`src/hw/rtl/lvfs_pkg.sv`:
```
// Shared types and constants for the LED volume falloff shader.
// No dependencies; every other file in hw/rtl imports this package.
package lvfs_pkg;

   localparam int COORD_W  = 8;
   localparam int RADIUS_W = 12;
   localparam int LEVEL_W  = 8;
   localparam int STRIP_W  = 4;
   localparam int PIXEL_W  = 8;

   // inside the box every axis distance is below 256
   localparam int DIFF_W   = 8;
   localparam int SQ_W     = 2 * DIFF_W;
   localparam int SUM_W    = SQ_W + 2;
   localparam int SQ_IN_W  = SUM_W + 8;
   localparam int ROOT_W   = SQ_IN_W / 2;
   localparam int NUM_W    = LEVEL_W + RADIUS_W;
   localparam int QUOT_W   = 8;
   localparam int BOX_W    = (COORD_W + 4 > RADIUS_W) ? COORD_W + 4 : RADIUS_W;

   localparam int CSR_ADDR_W = 5;
   localparam int CSR_DATA_W = 32;

   typedef enum logic [2:0] {
      REG_CENTER_X = 3'd0,
      REG_CENTER_Y = 3'd1,
      REG_CENTER_Z = 3'd2,
      REG_RADIUS   = 3'd3,
      REG_RED      = 3'd4,
      REG_GREEN    = 3'd5,
      REG_BLUE     = 3'd6
   } reg_index_type;

   typedef struct packed {
      logic [COORD_W-1:0] led_x;
      logic [COORD_W-1:0] led_y;
      logic [COORD_W-1:0] led_z;
      logic [STRIP_W-1:0] strip_number;
      logic [PIXEL_W-1:0] pixel_number;
   } req_word_type;

   typedef struct packed {
      logic               write_pixel;
      logic [STRIP_W-1:0] strip_out;
      logic [PIXEL_W-1:0] pixel_out;
      logic [LEVEL_W-1:0] red_out;
      logic [LEVEL_W-1:0] green_out;
      logic [LEVEL_W-1:0] blue_out;
   } rsp_word_type;

   typedef struct packed {
      logic [COORD_W-1:0]  center_x;
      logic [COORD_W-1:0]  center_y;
      logic [COORD_W-1:0]  center_z;
      logic [RADIUS_W-1:0] radius_q4;
      logic [LEVEL_W-1:0]  red_level;
      logic [LEVEL_W-1:0]  green_level;
      logic [LEVEL_W-1:0]  blue_level;
   } cfg_type;

   // carried alongside the math through the back end
   typedef struct packed {
      logic               in_box;
      logic [STRIP_W-1:0] strip;
      logic [PIXEL_W-1:0] pixel;
   } tag_type;

   typedef struct packed {
      tag_type            tag;
      logic [SUM_W-1:0]   dist_sq;
   } cls_word_type;

endpackage

```
`src/hw/rtl/lvfs_front.sv`:
```
// Front end: box test and squared distance for one incoming word.
// Depends on lvfs_pkg.
module lvfs_front (
   input  lvfs_pkg::req_word_type req_word,
   input  lvfs_pkg::cfg_type      cfg,
   output lvfs_pkg::cls_word_type cls_word
);
   import lvfs_pkg::*;

   function automatic logic [COORD_W-1:0] abs_diff(input logic [COORD_W-1:0] a,
                                                   input logic [COORD_W-1:0] b);
      return (a >= b) ? a - b : b - a;
   endfunction

   function automatic logic box_ok(input logic [COORD_W-1:0] d,
                                   input logic [RADIUS_W-1:0] r);
      logic [BOX_W-1:0] d16;
      logic [BOX_W-1:0] rx;
      d16 = BOX_W'({d, 4'b0000});
      rx  = BOX_W'(r);
      return d16 < rx;
   endfunction

   logic [COORD_W-1:0] dx, dy, dz;
   logic [DIFF_W-1:0]  ax, ay, az;
   logic [SQ_W-1:0]    sx, sy, sz;

   always_comb begin
      dx = abs_diff(req_word.led_x, cfg.center_x);
      dy = abs_diff(req_word.led_y, cfg.center_y);
      dz = abs_diff(req_word.led_z, cfg.center_z);
      // only meaningful when inside, where every diff fits DIFF_W
      ax = DIFF_W'(dx);
      ay = DIFF_W'(dy);
      az = DIFF_W'(dz);
      sx = SQ_W'(ax) * SQ_W'(ax);
      sy = SQ_W'(ay) * SQ_W'(ay);
      sz = SQ_W'(az) * SQ_W'(az);
      cls_word.tag.in_box = box_ok(dx, cfg.radius_q4) && box_ok(dy, cfg.radius_q4)
                            && box_ok(dz, cfg.radius_q4);
      cls_word.tag.strip  = req_word.strip_number;
      cls_word.tag.pixel  = req_word.pixel_number;
      cls_word.dist_sq    = SUM_W'(sx) + SUM_W'(sy) + SUM_W'(sz);
   end

endmodule

```
`src/hw/rtl/lvfs_queue.sv`:
```
// Small FIFO between front and back ends.
// Depends on lvfs_pkg.
module lvfs_queue #(
   parameter int DEPTH = 4
) (
   input  logic                   clock,
   input  logic                   reset,
   input  logic                   push,
   input  lvfs_pkg::cls_word_type push_word,
   input  logic                   pop,
   output lvfs_pkg::cls_word_type pop_word,
   output logic                   full,
   output logic                   empty
);
   import lvfs_pkg::*;

   localparam int PTR_W = (DEPTH > 1) ? $clog2(DEPTH) : 1;
   localparam int CNT_W = $clog2(DEPTH + 1);

   cls_word_type       entry_ff [DEPTH];
   logic [PTR_W-1:0]   wr_ptr_ff, wr_ptr_in;
   logic [PTR_W-1:0]   rd_ptr_ff, rd_ptr_in;
   logic [CNT_W-1:0]   count_ff, count_in;

   function automatic logic [PTR_W-1:0] bump(input logic [PTR_W-1:0] p);
      return (p == PTR_W'(DEPTH - 1)) ? '0 : p + 1'b1;
   endfunction

   assign full     = (count_ff == CNT_W'(DEPTH));
   assign empty    = (count_ff == '0);
   assign pop_word = entry_ff[rd_ptr_ff];

   always_comb begin
      wr_ptr_in = push ? bump(wr_ptr_ff) : wr_ptr_ff;
      rd_ptr_in = pop  ? bump(rd_ptr_ff) : rd_ptr_ff;
      count_in  = count_ff + CNT_W'(push) - CNT_W'(pop);
   end

   always_ff @(posedge clock) begin
      if (reset) begin
         wr_ptr_ff <= '0;
         rd_ptr_ff <= '0;
         count_ff  <= '0;
      end else begin
         wr_ptr_ff <= wr_ptr_in;
         rd_ptr_ff <= rd_ptr_in;
         count_ff  <= count_in;
      end
   end

   always_ff @(posedge clock) begin
      if (push) begin
         entry_ff[wr_ptr_ff] <= push_word;
      end
   end

`ifndef SYNTHESIS
   a_no_overflow: assert property (@(posedge clock) disable iff (reset)
      !(push && full && !pop)) else $error("queue overflow");
   a_no_underflow: assert property (@(posedge clock) disable iff (reset)
      !(pop && empty)) else $error("queue underflow");
   a_count_range: assert property (@(posedge clock) disable iff (reset)
      count_ff <= CNT_W'(DEPTH)) else $error("queue count out of range");
`endif

endmodule

```
`src/hw/rtl/lvfs_back.sv`:
```
// Back end: pipelined square root, falloff multiply, pipelined divide, output register.
// Depends on lvfs_pkg.
module lvfs_back (
   input  logic                   clock,
   input  logic                   reset,
   input  lvfs_pkg::cfg_type      cfg,
   input  lvfs_pkg::cls_word_type q_word,
   input  logic                   q_valid,
   output logic                   q_pop,
   output logic                   rsp_valid,
   input  logic                   rsp_ready,
   output lvfs_pkg::rsp_word_type rsp_word
);
   import lvfs_pkg::*;

   localparam int DV_W = NUM_W + 1;

   logic adv;

   // square root stages
   logic               sq_vld_ff  [ROOT_W+1];
   tag_type            sq_tag_ff  [ROOT_W+1];
   logic [SQ_IN_W-1:0] sq_rem_ff  [ROOT_W+1];
   logic [ROOT_W-1:0]  sq_root_ff [ROOT_W+1];
   logic [SQ_IN_W-1:0] sq_rem_in  [ROOT_W];
   logic [ROOT_W-1:0]  sq_root_in [ROOT_W];

   // divide stages, one lane per color
   logic               dv_vld_ff  [QUOT_W+1];
   tag_type            dv_tag_ff  [QUOT_W+1];
   logic [NUM_W-1:0]   dv_rem_ff  [3][QUOT_W+1];
   logic [QUOT_W-1:0]  dv_quot_ff [3][QUOT_W+1];
   logic [NUM_W-1:0]   dv_rem_in  [3][QUOT_W];
   logic [QUOT_W-1:0]  dv_quot_in [3][QUOT_W];

   logic [LEVEL_W-1:0]  level [3];
   logic                below;
   logic [RADIUS_W-1:0] span;
   logic [NUM_W-1:0]    num_in [3];

   rsp_word_type rsp_ff, rsp_in;
   logic         rsp_vld_ff;

   assign adv       = !rsp_vld_ff || rsp_ready;
   assign q_pop     = adv && q_valid;
   assign rsp_valid = rsp_vld_ff;
   assign rsp_word  = rsp_ff;

   assign level[0] = cfg.red_level;
   assign level[1] = cfg.green_level;
   assign level[2] = cfg.blue_level;

   // valid chain
   always_ff @(posedge clock) begin
      if (reset) begin
         for (int i = 0; i <= ROOT_W; i++) sq_vld_ff[i] <= 1'b0;
         for (int i = 0; i <= QUOT_W; i++) dv_vld_ff[i] <= 1'b0;
         rsp_vld_ff <= 1'b0;
      end else if (adv) begin
         sq_vld_ff[0] <= q_valid;
         for (int i = 1; i <= ROOT_W; i++) sq_vld_ff[i] <= sq_vld_ff[i-1];
         dv_vld_ff[0] <= sq_vld_ff[ROOT_W];
         for (int i = 1; i <= QUOT_W; i++) dv_vld_ff[i] <= dv_vld_ff[i-1];
         rsp_vld_ff <= dv_vld_ff[QUOT_W];
      end
   end

   always_ff @(posedge clock) begin
      if (adv) begin
         sq_tag_ff[0]  <= q_word.tag;
         sq_rem_ff[0]  <= {q_word.dist_sq, 8'b0};
         sq_root_ff[0] <= '0;
      end
   end

   // one root bit per stage: try root + 2^b against the remainder
   for (genvar s = 0; s < ROOT_W; s++) begin : g_sqrt
      localparam int B = ROOT_W - 1 - s;
      logic [SQ_IN_W:0] term;
      logic             ge;
      always_comb begin
         term = ((SQ_IN_W+1)'(sq_root_ff[s]) << (B + 1)) + ((SQ_IN_W+1)'(1) << (2 * B));
         ge   = {1'b0, sq_rem_ff[s]} >= term;
         sq_rem_in[s]  = ge ? sq_rem_ff[s] - term[SQ_IN_W-1:0] : sq_rem_ff[s];
         sq_root_in[s] = ge ? (sq_root_ff[s] | (ROOT_W'(1) << B)) : sq_root_ff[s];
      end
      always_ff @(posedge clock) begin
         if (adv) begin
            sq_tag_ff[s+1]  <= sq_tag_ff[s];
            sq_rem_ff[s+1]  <= sq_rem_in[s];
            sq_root_ff[s+1] <= sq_root_in[s];
         end
      end
   end

   // falloff numerator: level * (radius - dist), zero outside the sphere
   always_comb begin
      below = ROOT_W'(cfg.radius_q4) > sq_root_ff[ROOT_W];
      span  = cfg.radius_q4 - sq_root_ff[ROOT_W][RADIUS_W-1:0];
      for (int c = 0; c < 3; c++) begin
         num_in[c] = below ? NUM_W'(level[c]) * NUM_W'(span) : '0;
      end
   end

   always_ff @(posedge clock) begin
      if (adv) begin
         dv_tag_ff[0] <= sq_tag_ff[ROOT_W];
         for (int c = 0; c < 3; c++) begin
            dv_rem_ff[c][0]  <= num_in[c];
            dv_quot_ff[c][0] <= '0;
         end
      end
   end

   // one quotient bit per stage, restoring
   for (genvar d = 0; d < QUOT_W; d++) begin : g_div
      localparam int B = QUOT_W - 1 - d;
      for (genvar c = 0; c < 3; c++) begin : g_lane
         logic [DV_W-1:0] shifted;
         logic            ge;
         always_comb begin
            shifted = DV_W'(cfg.radius_q4) << B;
            ge      = DV_W'(dv_rem_ff[c][d]) >= shifted;
            dv_rem_in[c][d]  = ge ? dv_rem_ff[c][d] - shifted[NUM_W-1:0] : dv_rem_ff[c][d];
            dv_quot_in[c][d] = ge ? (dv_quot_ff[c][d] | (QUOT_W'(1) << B))
                                  : dv_quot_ff[c][d];
         end
         always_ff @(posedge clock) begin
            if (adv) begin
               dv_rem_ff[c][d+1]  <= dv_rem_in[c][d];
               dv_quot_ff[c][d+1] <= dv_quot_in[c][d];
            end
         end
      end
      always_ff @(posedge clock) begin
         if (adv) begin
            dv_tag_ff[d+1] <= dv_tag_ff[d];
         end
      end
   end

   always_comb begin
      rsp_in = '0;
      if (dv_tag_ff[QUOT_W].in_box) begin
         rsp_in.write_pixel = 1'b1;
         rsp_in.strip_out   = dv_tag_ff[QUOT_W].strip;
         rsp_in.pixel_out   = dv_tag_ff[QUOT_W].pixel;
         rsp_in.red_out     = dv_quot_ff[0][QUOT_W];
         rsp_in.green_out   = dv_quot_ff[1][QUOT_W];
         rsp_in.blue_out    = dv_quot_ff[2][QUOT_W];
      end
   end

   always_ff @(posedge clock) begin
      if (adv) begin
         rsp_ff <= rsp_in;
      end
   end

`ifndef SYNTHESIS
   a_nowrite_zero: assert property (@(posedge clock) disable iff (reset)
      (rsp_vld_ff && !rsp_ff.write_pixel) |-> (rsp_ff == '0))
      else $error("no-write word carries data");
   a_stall_freeze: assert property (@(posedge clock) disable iff (reset)
      (rsp_vld_ff && !rsp_ready) |=> ($stable(dv_vld_ff[QUOT_W]) && $stable(rsp_ff)))
      else $error("pipeline moved during output stall");
   a_reset_empty: assert property (@(posedge clock)
      reset |=> (!rsp_vld_ff && !sq_vld_ff[0]))
      else $error("pipeline valid after reset");
`endif

endmodule

```
`src/hw/rtl/led_volume_falloff_shader.sv`:
```
// Top level of the LED volume falloff shader: CSR block, front end, queue, back end.
// Depends on lvfs_pkg, lvfs_front, lvfs_queue, lvfs_back.
//
//   channel  direction  handshake               word
//   req      in         req_valid / req_ready   req_word  (lvfs_pkg::req_word_type)
//   rsp      out        rsp_valid / rsp_ready   rsp_word  (lvfs_pkg::rsp_word_type)
//   csr      in/out     psel/penable/pready     paddr, pwdata, prdata (APB style)
//
// One word per cycle sustained while rsp is not stalled. The path from accept to rsp_valid runs through
// the queue, 13 root stages, 1 multiply stage, 8 divide stages and the output register.
// Synchronous active-high reset empties the queue and pipeline; CSRs return to
// centre 0,0,0, radius 10.0 (160 in Q8.4), levels 0.
// A stall on rsp freezes the back pipeline; the queue (QUEUE_DEPTH words) keeps
// req_ready high until it fills.
module led_volume_falloff_shader #(
   parameter int QUEUE_DEPTH = 4
) (
   input  logic                                clock,
   input  logic                                reset,
   input  logic                                req_valid,
   output logic                                req_ready,
   input  lvfs_pkg::req_word_type              req_word,
   output logic                                rsp_valid,
   input  logic                                rsp_ready,
   output lvfs_pkg::rsp_word_type              rsp_word,
   input  logic                                psel,
   input  logic                                penable,
   input  logic                                pwrite,
   input  logic [lvfs_pkg::CSR_ADDR_W-1:0]     paddr,
   input  logic [lvfs_pkg::CSR_DATA_W-1:0]     pwdata,
   output logic [lvfs_pkg::CSR_DATA_W-1:0]     prdata,
   output logic                                pready
);
   import lvfs_pkg::*;

   cfg_type       cfg_ff, cfg_in;
   reg_index_type reg_sel;
   logic          csr_write;

   cls_word_type  cls_word;
   cls_word_type  q_word;
   logic          q_full, q_empty, q_pop, q_push;

   // ---------------- CSR block ----------------
   assign pready    = 1'b1;
   assign csr_write = psel && penable && pwrite;
   assign reg_sel   = reg_index_type'(paddr[4:2]);

   always_comb begin
      cfg_in = cfg_ff;
      if (csr_write) begin
         unique case (reg_sel)
            REG_CENTER_X: cfg_in.center_x    = pwdata[COORD_W-1:0];
            REG_CENTER_Y: cfg_in.center_y    = pwdata[COORD_W-1:0];
            REG_CENTER_Z: cfg_in.center_z    = pwdata[COORD_W-1:0];
            REG_RADIUS:   cfg_in.radius_q4   = pwdata[RADIUS_W-1:0];
            REG_RED:      cfg_in.red_level   = pwdata[LEVEL_W-1:0];
            REG_GREEN:    cfg_in.green_level = pwdata[LEVEL_W-1:0];
            REG_BLUE:     cfg_in.blue_level  = pwdata[LEVEL_W-1:0];
            default:      cfg_in = cfg_ff;  // unmapped: ignore
         endcase
      end
   end

   always_ff @(posedge clock) begin
      if (reset) begin
         cfg_ff <= '{center_x: '0, center_y: '0, center_z: '0,
                     radius_q4: RADIUS_W'(160),
                     red_level: '0, green_level: '0, blue_level: '0};
      end else begin
         cfg_ff <= cfg_in;
      end
   end

   always_comb begin
      unique case (reg_sel)
         REG_CENTER_X: prdata = CSR_DATA_W'(cfg_ff.center_x);
         REG_CENTER_Y: prdata = CSR_DATA_W'(cfg_ff.center_y);
         REG_CENTER_Z: prdata = CSR_DATA_W'(cfg_ff.center_z);
         REG_RADIUS:   prdata = CSR_DATA_W'(cfg_ff.radius_q4);
         REG_RED:      prdata = CSR_DATA_W'(cfg_ff.red_level);
         REG_GREEN:    prdata = CSR_DATA_W'(cfg_ff.green_level);
         REG_BLUE:     prdata = CSR_DATA_W'(cfg_ff.blue_level);
         default:      prdata = '0;
      endcase
   end

   // ---------------- front: classify and enqueue ----------------
   assign req_ready = !q_full;
   assign q_push    = req_valid && req_ready;

   lvfs_front u_front (
      .req_word (req_word),
      .cfg      (cfg_ff),
      .cls_word (cls_word)
   );

   lvfs_queue #(
      .DEPTH (QUEUE_DEPTH)
   ) u_queue (
      .clock     (clock),
      .reset     (reset),
      .push      (q_push),
      .push_word (cls_word),
      .pop       (q_pop),
      .pop_word  (q_word),
      .full      (q_full),
      .empty     (q_empty)
   );

   // ---------------- back: root, falloff, divide ----------------
   lvfs_back u_back (
      .clock     (clock),
      .reset     (reset),
      .cfg       (cfg_ff),
      .q_word    (q_word),
      .q_valid   (!q_empty),
      .q_pop     (q_pop),
      .rsp_valid (rsp_valid),
      .rsp_ready (rsp_ready),
      .rsp_word  (rsp_word)
   );

endmodule

```
`config.mk`:
```
export PLATFORM = sky130hd
export DESIGN_NAME = led_volume_falloff_shader
export DESIGN_NICKNAME = d
export VERILOG_FILES = /design/src/hw/rtl/lvfs_pkg.sv /design/src/hw/rtl/lvfs_front.sv /design/src/hw/rtl/lvfs_queue.sv /design/src/hw/rtl/lvfs_back.sv /design/src/hw/rtl/led_volume_falloff_shader.sv
export SDC_FILE = /design/constraint.sdc
export NUM_CORES = 2
export LEC_CHECK = 0
export ABC_AREA = 1
export BUFFER_PORTS_ARGS = -buffer_cell sky130_fd_sc_hd__buf_2
export CAP_MARGIN = 20
export CORE_UTILIZATION = 60
export DETAILED_ROUTE_END_ITERATION = 16
export MAX_ROUTING_LAYER = met4
export PLACE_DENSITY = 0.77
export SYNTH_ARGS = -nofsm -noshare
export SYNTH_HDL_FRONTEND = slang
export SYNTH_SLANG_ARGS = --single-unit
```
`constraint.sdc`:
```
create_clock -name clock -period 111.3 [get_ports clock]
set_clock_uncertainty 0.1 [all_clocks]
set_input_delay 16.695 -clock clock [delete_from_list [all_inputs] [get_ports clock]]
set_output_delay 16.695 -clock clock [all_outputs]
set_load 0.02 [all_outputs]
```
==> impl_summary.log <==
INFO  metric outcome = complete, no violations
INFO  metric cts.hold.buffers_added = 0
INFO  metric grt_max_degree = 193
INFO  metric antenna_violating_nets_post_route = 0
INFO  metric dr.pass1.iters = 7
INFO  metric seq_area = 43600 um^2
INFO  metric die_w = 398.4 um
INFO  metric end_kind = output port
INFO  metric syn-instance-count = 10290
INFO  metric ys_seq_area_share = 46.23%
INFO  metric grt_remaining_overflow = 0
INFO  metric timing.setup.critical_path_class = input port to output port
INFO  metric grt_setup_unrepaired = false
INFO  metric final-max-slew-violation-count = 0
INFO  metric postSynthAreaPerCell = 9.166 um^2
INFO  metric startpoint_type = input port
INFO  metric die_area = 158800 um^2
INFO  metric setup_failing_eps_final = 0
INFO  metric synthArstFlopShare = 0%
INFO  metric post_route_cells_drive_above_1_share = 5.967%
INFO  metric hp-class = register to register
INFO  metric edff_count_synth = 1405
INFO  metric grt_antenna_before_repair = 7
INFO  metric drc_marker_count_from_the_first_detailed_route_iteration = 5872
INFO  metric multiInputGateArea = 43870 um^2
INFO  metric via_count = 70350
INFO  metric path_max_fanout = 8
INFO  metric postSynth.topFlopCell = edfxtp_1
INFO  metric yosysWarningCount = 0
INFO  metric fp.coreArea = 156200 um^2
INFO  metric cts_root_buffer = clkbuf_16
INFO  metric clock_tree.htree_level_count = 4
INFO  metric max_freq = 0.02846 GHz
INFO  metric avgRoutedWirePerCell = 17.25 um
INFO  metric min_period_over_period = 31.57%
INFO  metric hold_viol = 0
INFO  metric r2r_setup_slack = 100.92 ns
INFO  metric worst_ep_required_time = 94.50 ns
INFO  metric cts.reportedPaths.clkPinSlew = 0.06 ns
INFO  metric ioPinCount = 152
INFO  metric cts_made_buffers = 158
INFO  metric period_needed = 35.14 ns
INFO  metric timing.setup.tns = 0 ns
INFO  metric die_h = 398.4 um
INFO  metric worstSkewPairLatency = 0.80 ns
INFO  metric grt.total_usage = 28.16%
INFO  metric initial_utilization = 60.37%
INFO  metric layout.nets = 11540
INFO  metric gp_congestion = 0.9355
INFO  metric ys_ff_latch = 1475
INFO  metric filler_cell_count = 12490
INFO  metric maxCapViolCount = 0
INFO  metric post_route_drc = 0
INFO  metric vias_in_the_first_global_route = 68020
INFO  metric grt_first_pass_wirelength = 346100 um
INFO  metric clk_path_buf_depth = 3
INFO  metric critical_path_arrival = 18.34 ns
INFO  metric clkSinkCount = 1475
INFO  metric tightest_slew = 1.083 ns
INFO  metric layout-area-overhead-vs-synth = 8.216%
INFO  metric yosysUniqueCellTypes = 61
INFO  metric synthesis.area = 94300 um^2
INFO  metric io_buffer_count = 108
INFO  metric cts_resized = 0
INFO  metric clock_tree_from_tritoncts = built
INFO  metric cts.repair_timing.setup_buffer_count = 0
INFO  metric detail_route.wirelength = 218000 um
INFO  metric vias_per_cell = 5.566
INFO  metric dp.final_hpwl = 159100 um
INFO  metric headroom_to_the_max_slew_limit = 27.80%
INFO  metric num_rows = 145
[cell usage after synthesis (9+ instances only)]
| master | instances | area (um^2) |
|---|---|---|
| clkinv_1 | 10 | 37.54 |
| clkbuf_1 | 66 | 247.7 |
| o21ai_0 | 398 | 1992 |
| a21o_1 | 44 | 330.3 |
| buf_2 | 35 | 175.2 |
| a21oi_1 | 570 | 2853 |
| a21oi_2 | 10 | 87.58 |
| nor3_1 | 97 | 485.5 |
| nand2_1 | 2549 | 9568 |
| o22ai_1 | 45 | 281.5 |
| nand3_2 | 18 | 180.2 |
| xnor2_1 | 114 | 998.5 |
| fa_1 | 329 | 6586 |
| nand2_4 | 9 | 101.4 |
| buf_6 | 29 | 326.6 |
| or2_2 | 17 | 106.4 |
| o21ai_2 | 49 | 429.2 |
| nor4_1 | 16 | 100.1 |
| nand4_1 | 130 | 813.3 |
| nand3b_1 | 91 | 683.2 |
| nor3_2 | 9 | 90.09 |
| edfxtp_1 | 1405 | 42190 |
| ha_1 | 683 | 8546 |
| o21bai_1 | 25 | 187.7 |
| a31oi_1 | 15 | 93.84 |
| inv_2 | 30 | 112.6 |
| inv_1 | 1506 | 5653 |
| nand3_1 | 552 | 2763 |
| o21ai_1 | 55 | 275.3 |
| buf_4 | 46 | 345.3 |
| nand2_2 | 35 | 219.0 |
| nor2_1 | 928 | 3483 |
| dfxtp_1 | 70 | 1401 |
| o21a_1 | 21 | 157.7 |
| xor2_1 | 171 | 1498 |
| nor2_2 | 22 | 137.6 |
[cell families after synthesis]
group,share of synthesized area [%]
AOI/OAI and AO/OA,7.460
other,0.007964
buffers and inverters,7.340
and+or+nand+nor,20.27
xor gates and xnor gates,2.647
adders and majority gates,16.05
DFF,46.23
[worst max-delay path: stages]
cell	delay [ns]
buf_2	0.11
inv_1	0.08
nand3_1	0.35
inv_1	0.29
nand2_1	0.11
o21ai_0	0.09
nor2_1	0.31
nand2_1	0.13
buf_2	0.18
[path summary, 6_finish.rpt]
| check | startpoint | end | depth (start not counted) |
|---|---|---|---|
| worst max-delay path | paddr[4] | prdata[0] | 9 |
| worst min-delay path | u_back.sq_tag_ff[0][88] | u_back.sq_tag_ff[0][101] | 0 |
| worst max register to register | cfg_ff[44] | u_queue.entry_ff[2][17] | 38 |
| worst min register to register | u_back.sq_tag_ff[0][88] | u_back.sq_tag_ff[0][101] | 0 |
[cells in the final DEF (no fill, tap or decap), drive strengths merged, types with 4 or more instances in the layout]
master    synthesis  final
a211oi            7      7
a21boi           10     10
a21o             44     44
a21oi           580    580
a31oi            15     15
and2              5      5
and3              5      5
buf             110    156
bufinv            0     15
clkbuf           67    185
clkinv           10     88
clkinvlp          0      6
conb              2     21
dfxtp            70     70
diode             0      7
edfxtp         1405   1405
fa              329    329
ha              683    683
inv            1539   1544
nand2          2593   2593
nand3           575    575
nand3b           91     91
nand4           132    132
nor2            958    958
nor3            106    106
nor3b             8      8
nor4             16     16
o2111ai           4      4
o211a             4      4
o211ai            8      8
o21a             21     21
o21ai           503    503
o21bai           25     25
o22ai            45     45
or2              21     21
xnor2           114    114
xor2            171    171
[cell type report]
type                       count  area share [%]
clock inverter               104           1.099
timing repair buffer         156          0.9147
sequential                  1475           42.72
clock buffer                 185           4.025
multi-input combinational   7106           42.99
inverter                    1549           5.713
tap                         2058           2.523
antenna                        7         0.01717
[stage by stage]
step	area (um^2)	utilization, %	hold slack (ns)	setup WS [ns]	cells
final	102000	65.33	0.3048	76.16	12640
after global routing	102000	65.33	0.3082	76.14	12640
after CTS	102000	65.30	0.3002	76.25	12630
after detailed placement	96770	61.95	0.3045	76.25	12340
after global placement	96770	61.95	0.3008	76.27	12340
after floorplan	94370	-	0.3003	64.50	10310
[flip-flops by register name, summed over array words and instances (netlist names), 2 cells and up, named ones only]
register,flops
u_queue.entry_ff,124
u_back.dv_tag_ff,117
u_back.rsp_word,37
u_back.dv_quot_ff,108
u_back.sq_tag_ff,182
u_queue.wr_ptr_ff,2
u_queue.count_ff,3
u_back.sq_vld_ff,14
u_back.sq_root_ff,91
u_queue.rd_ptr_ff,2
cfg_ff,60
u_back.dv_vld_ff,9
u_back.sq_rem_ff,243
u_back.dv_rem_ff,480
[routing by layer]
| layer | part of all wire (%) | global-route usage (%) |
|---|---|---|
| met5 | 0 | - |
| met3 | 6.3 | 3.931 |
| met1 | 43 | 36.78 |
| met2 | 46 | 44.65 |
| met4 | 4.0 | 10.95 |
Power is left out: the tool's default activity adds up to more than one toggle a clock period on the data nets, which glitch-free logic cannot reach.
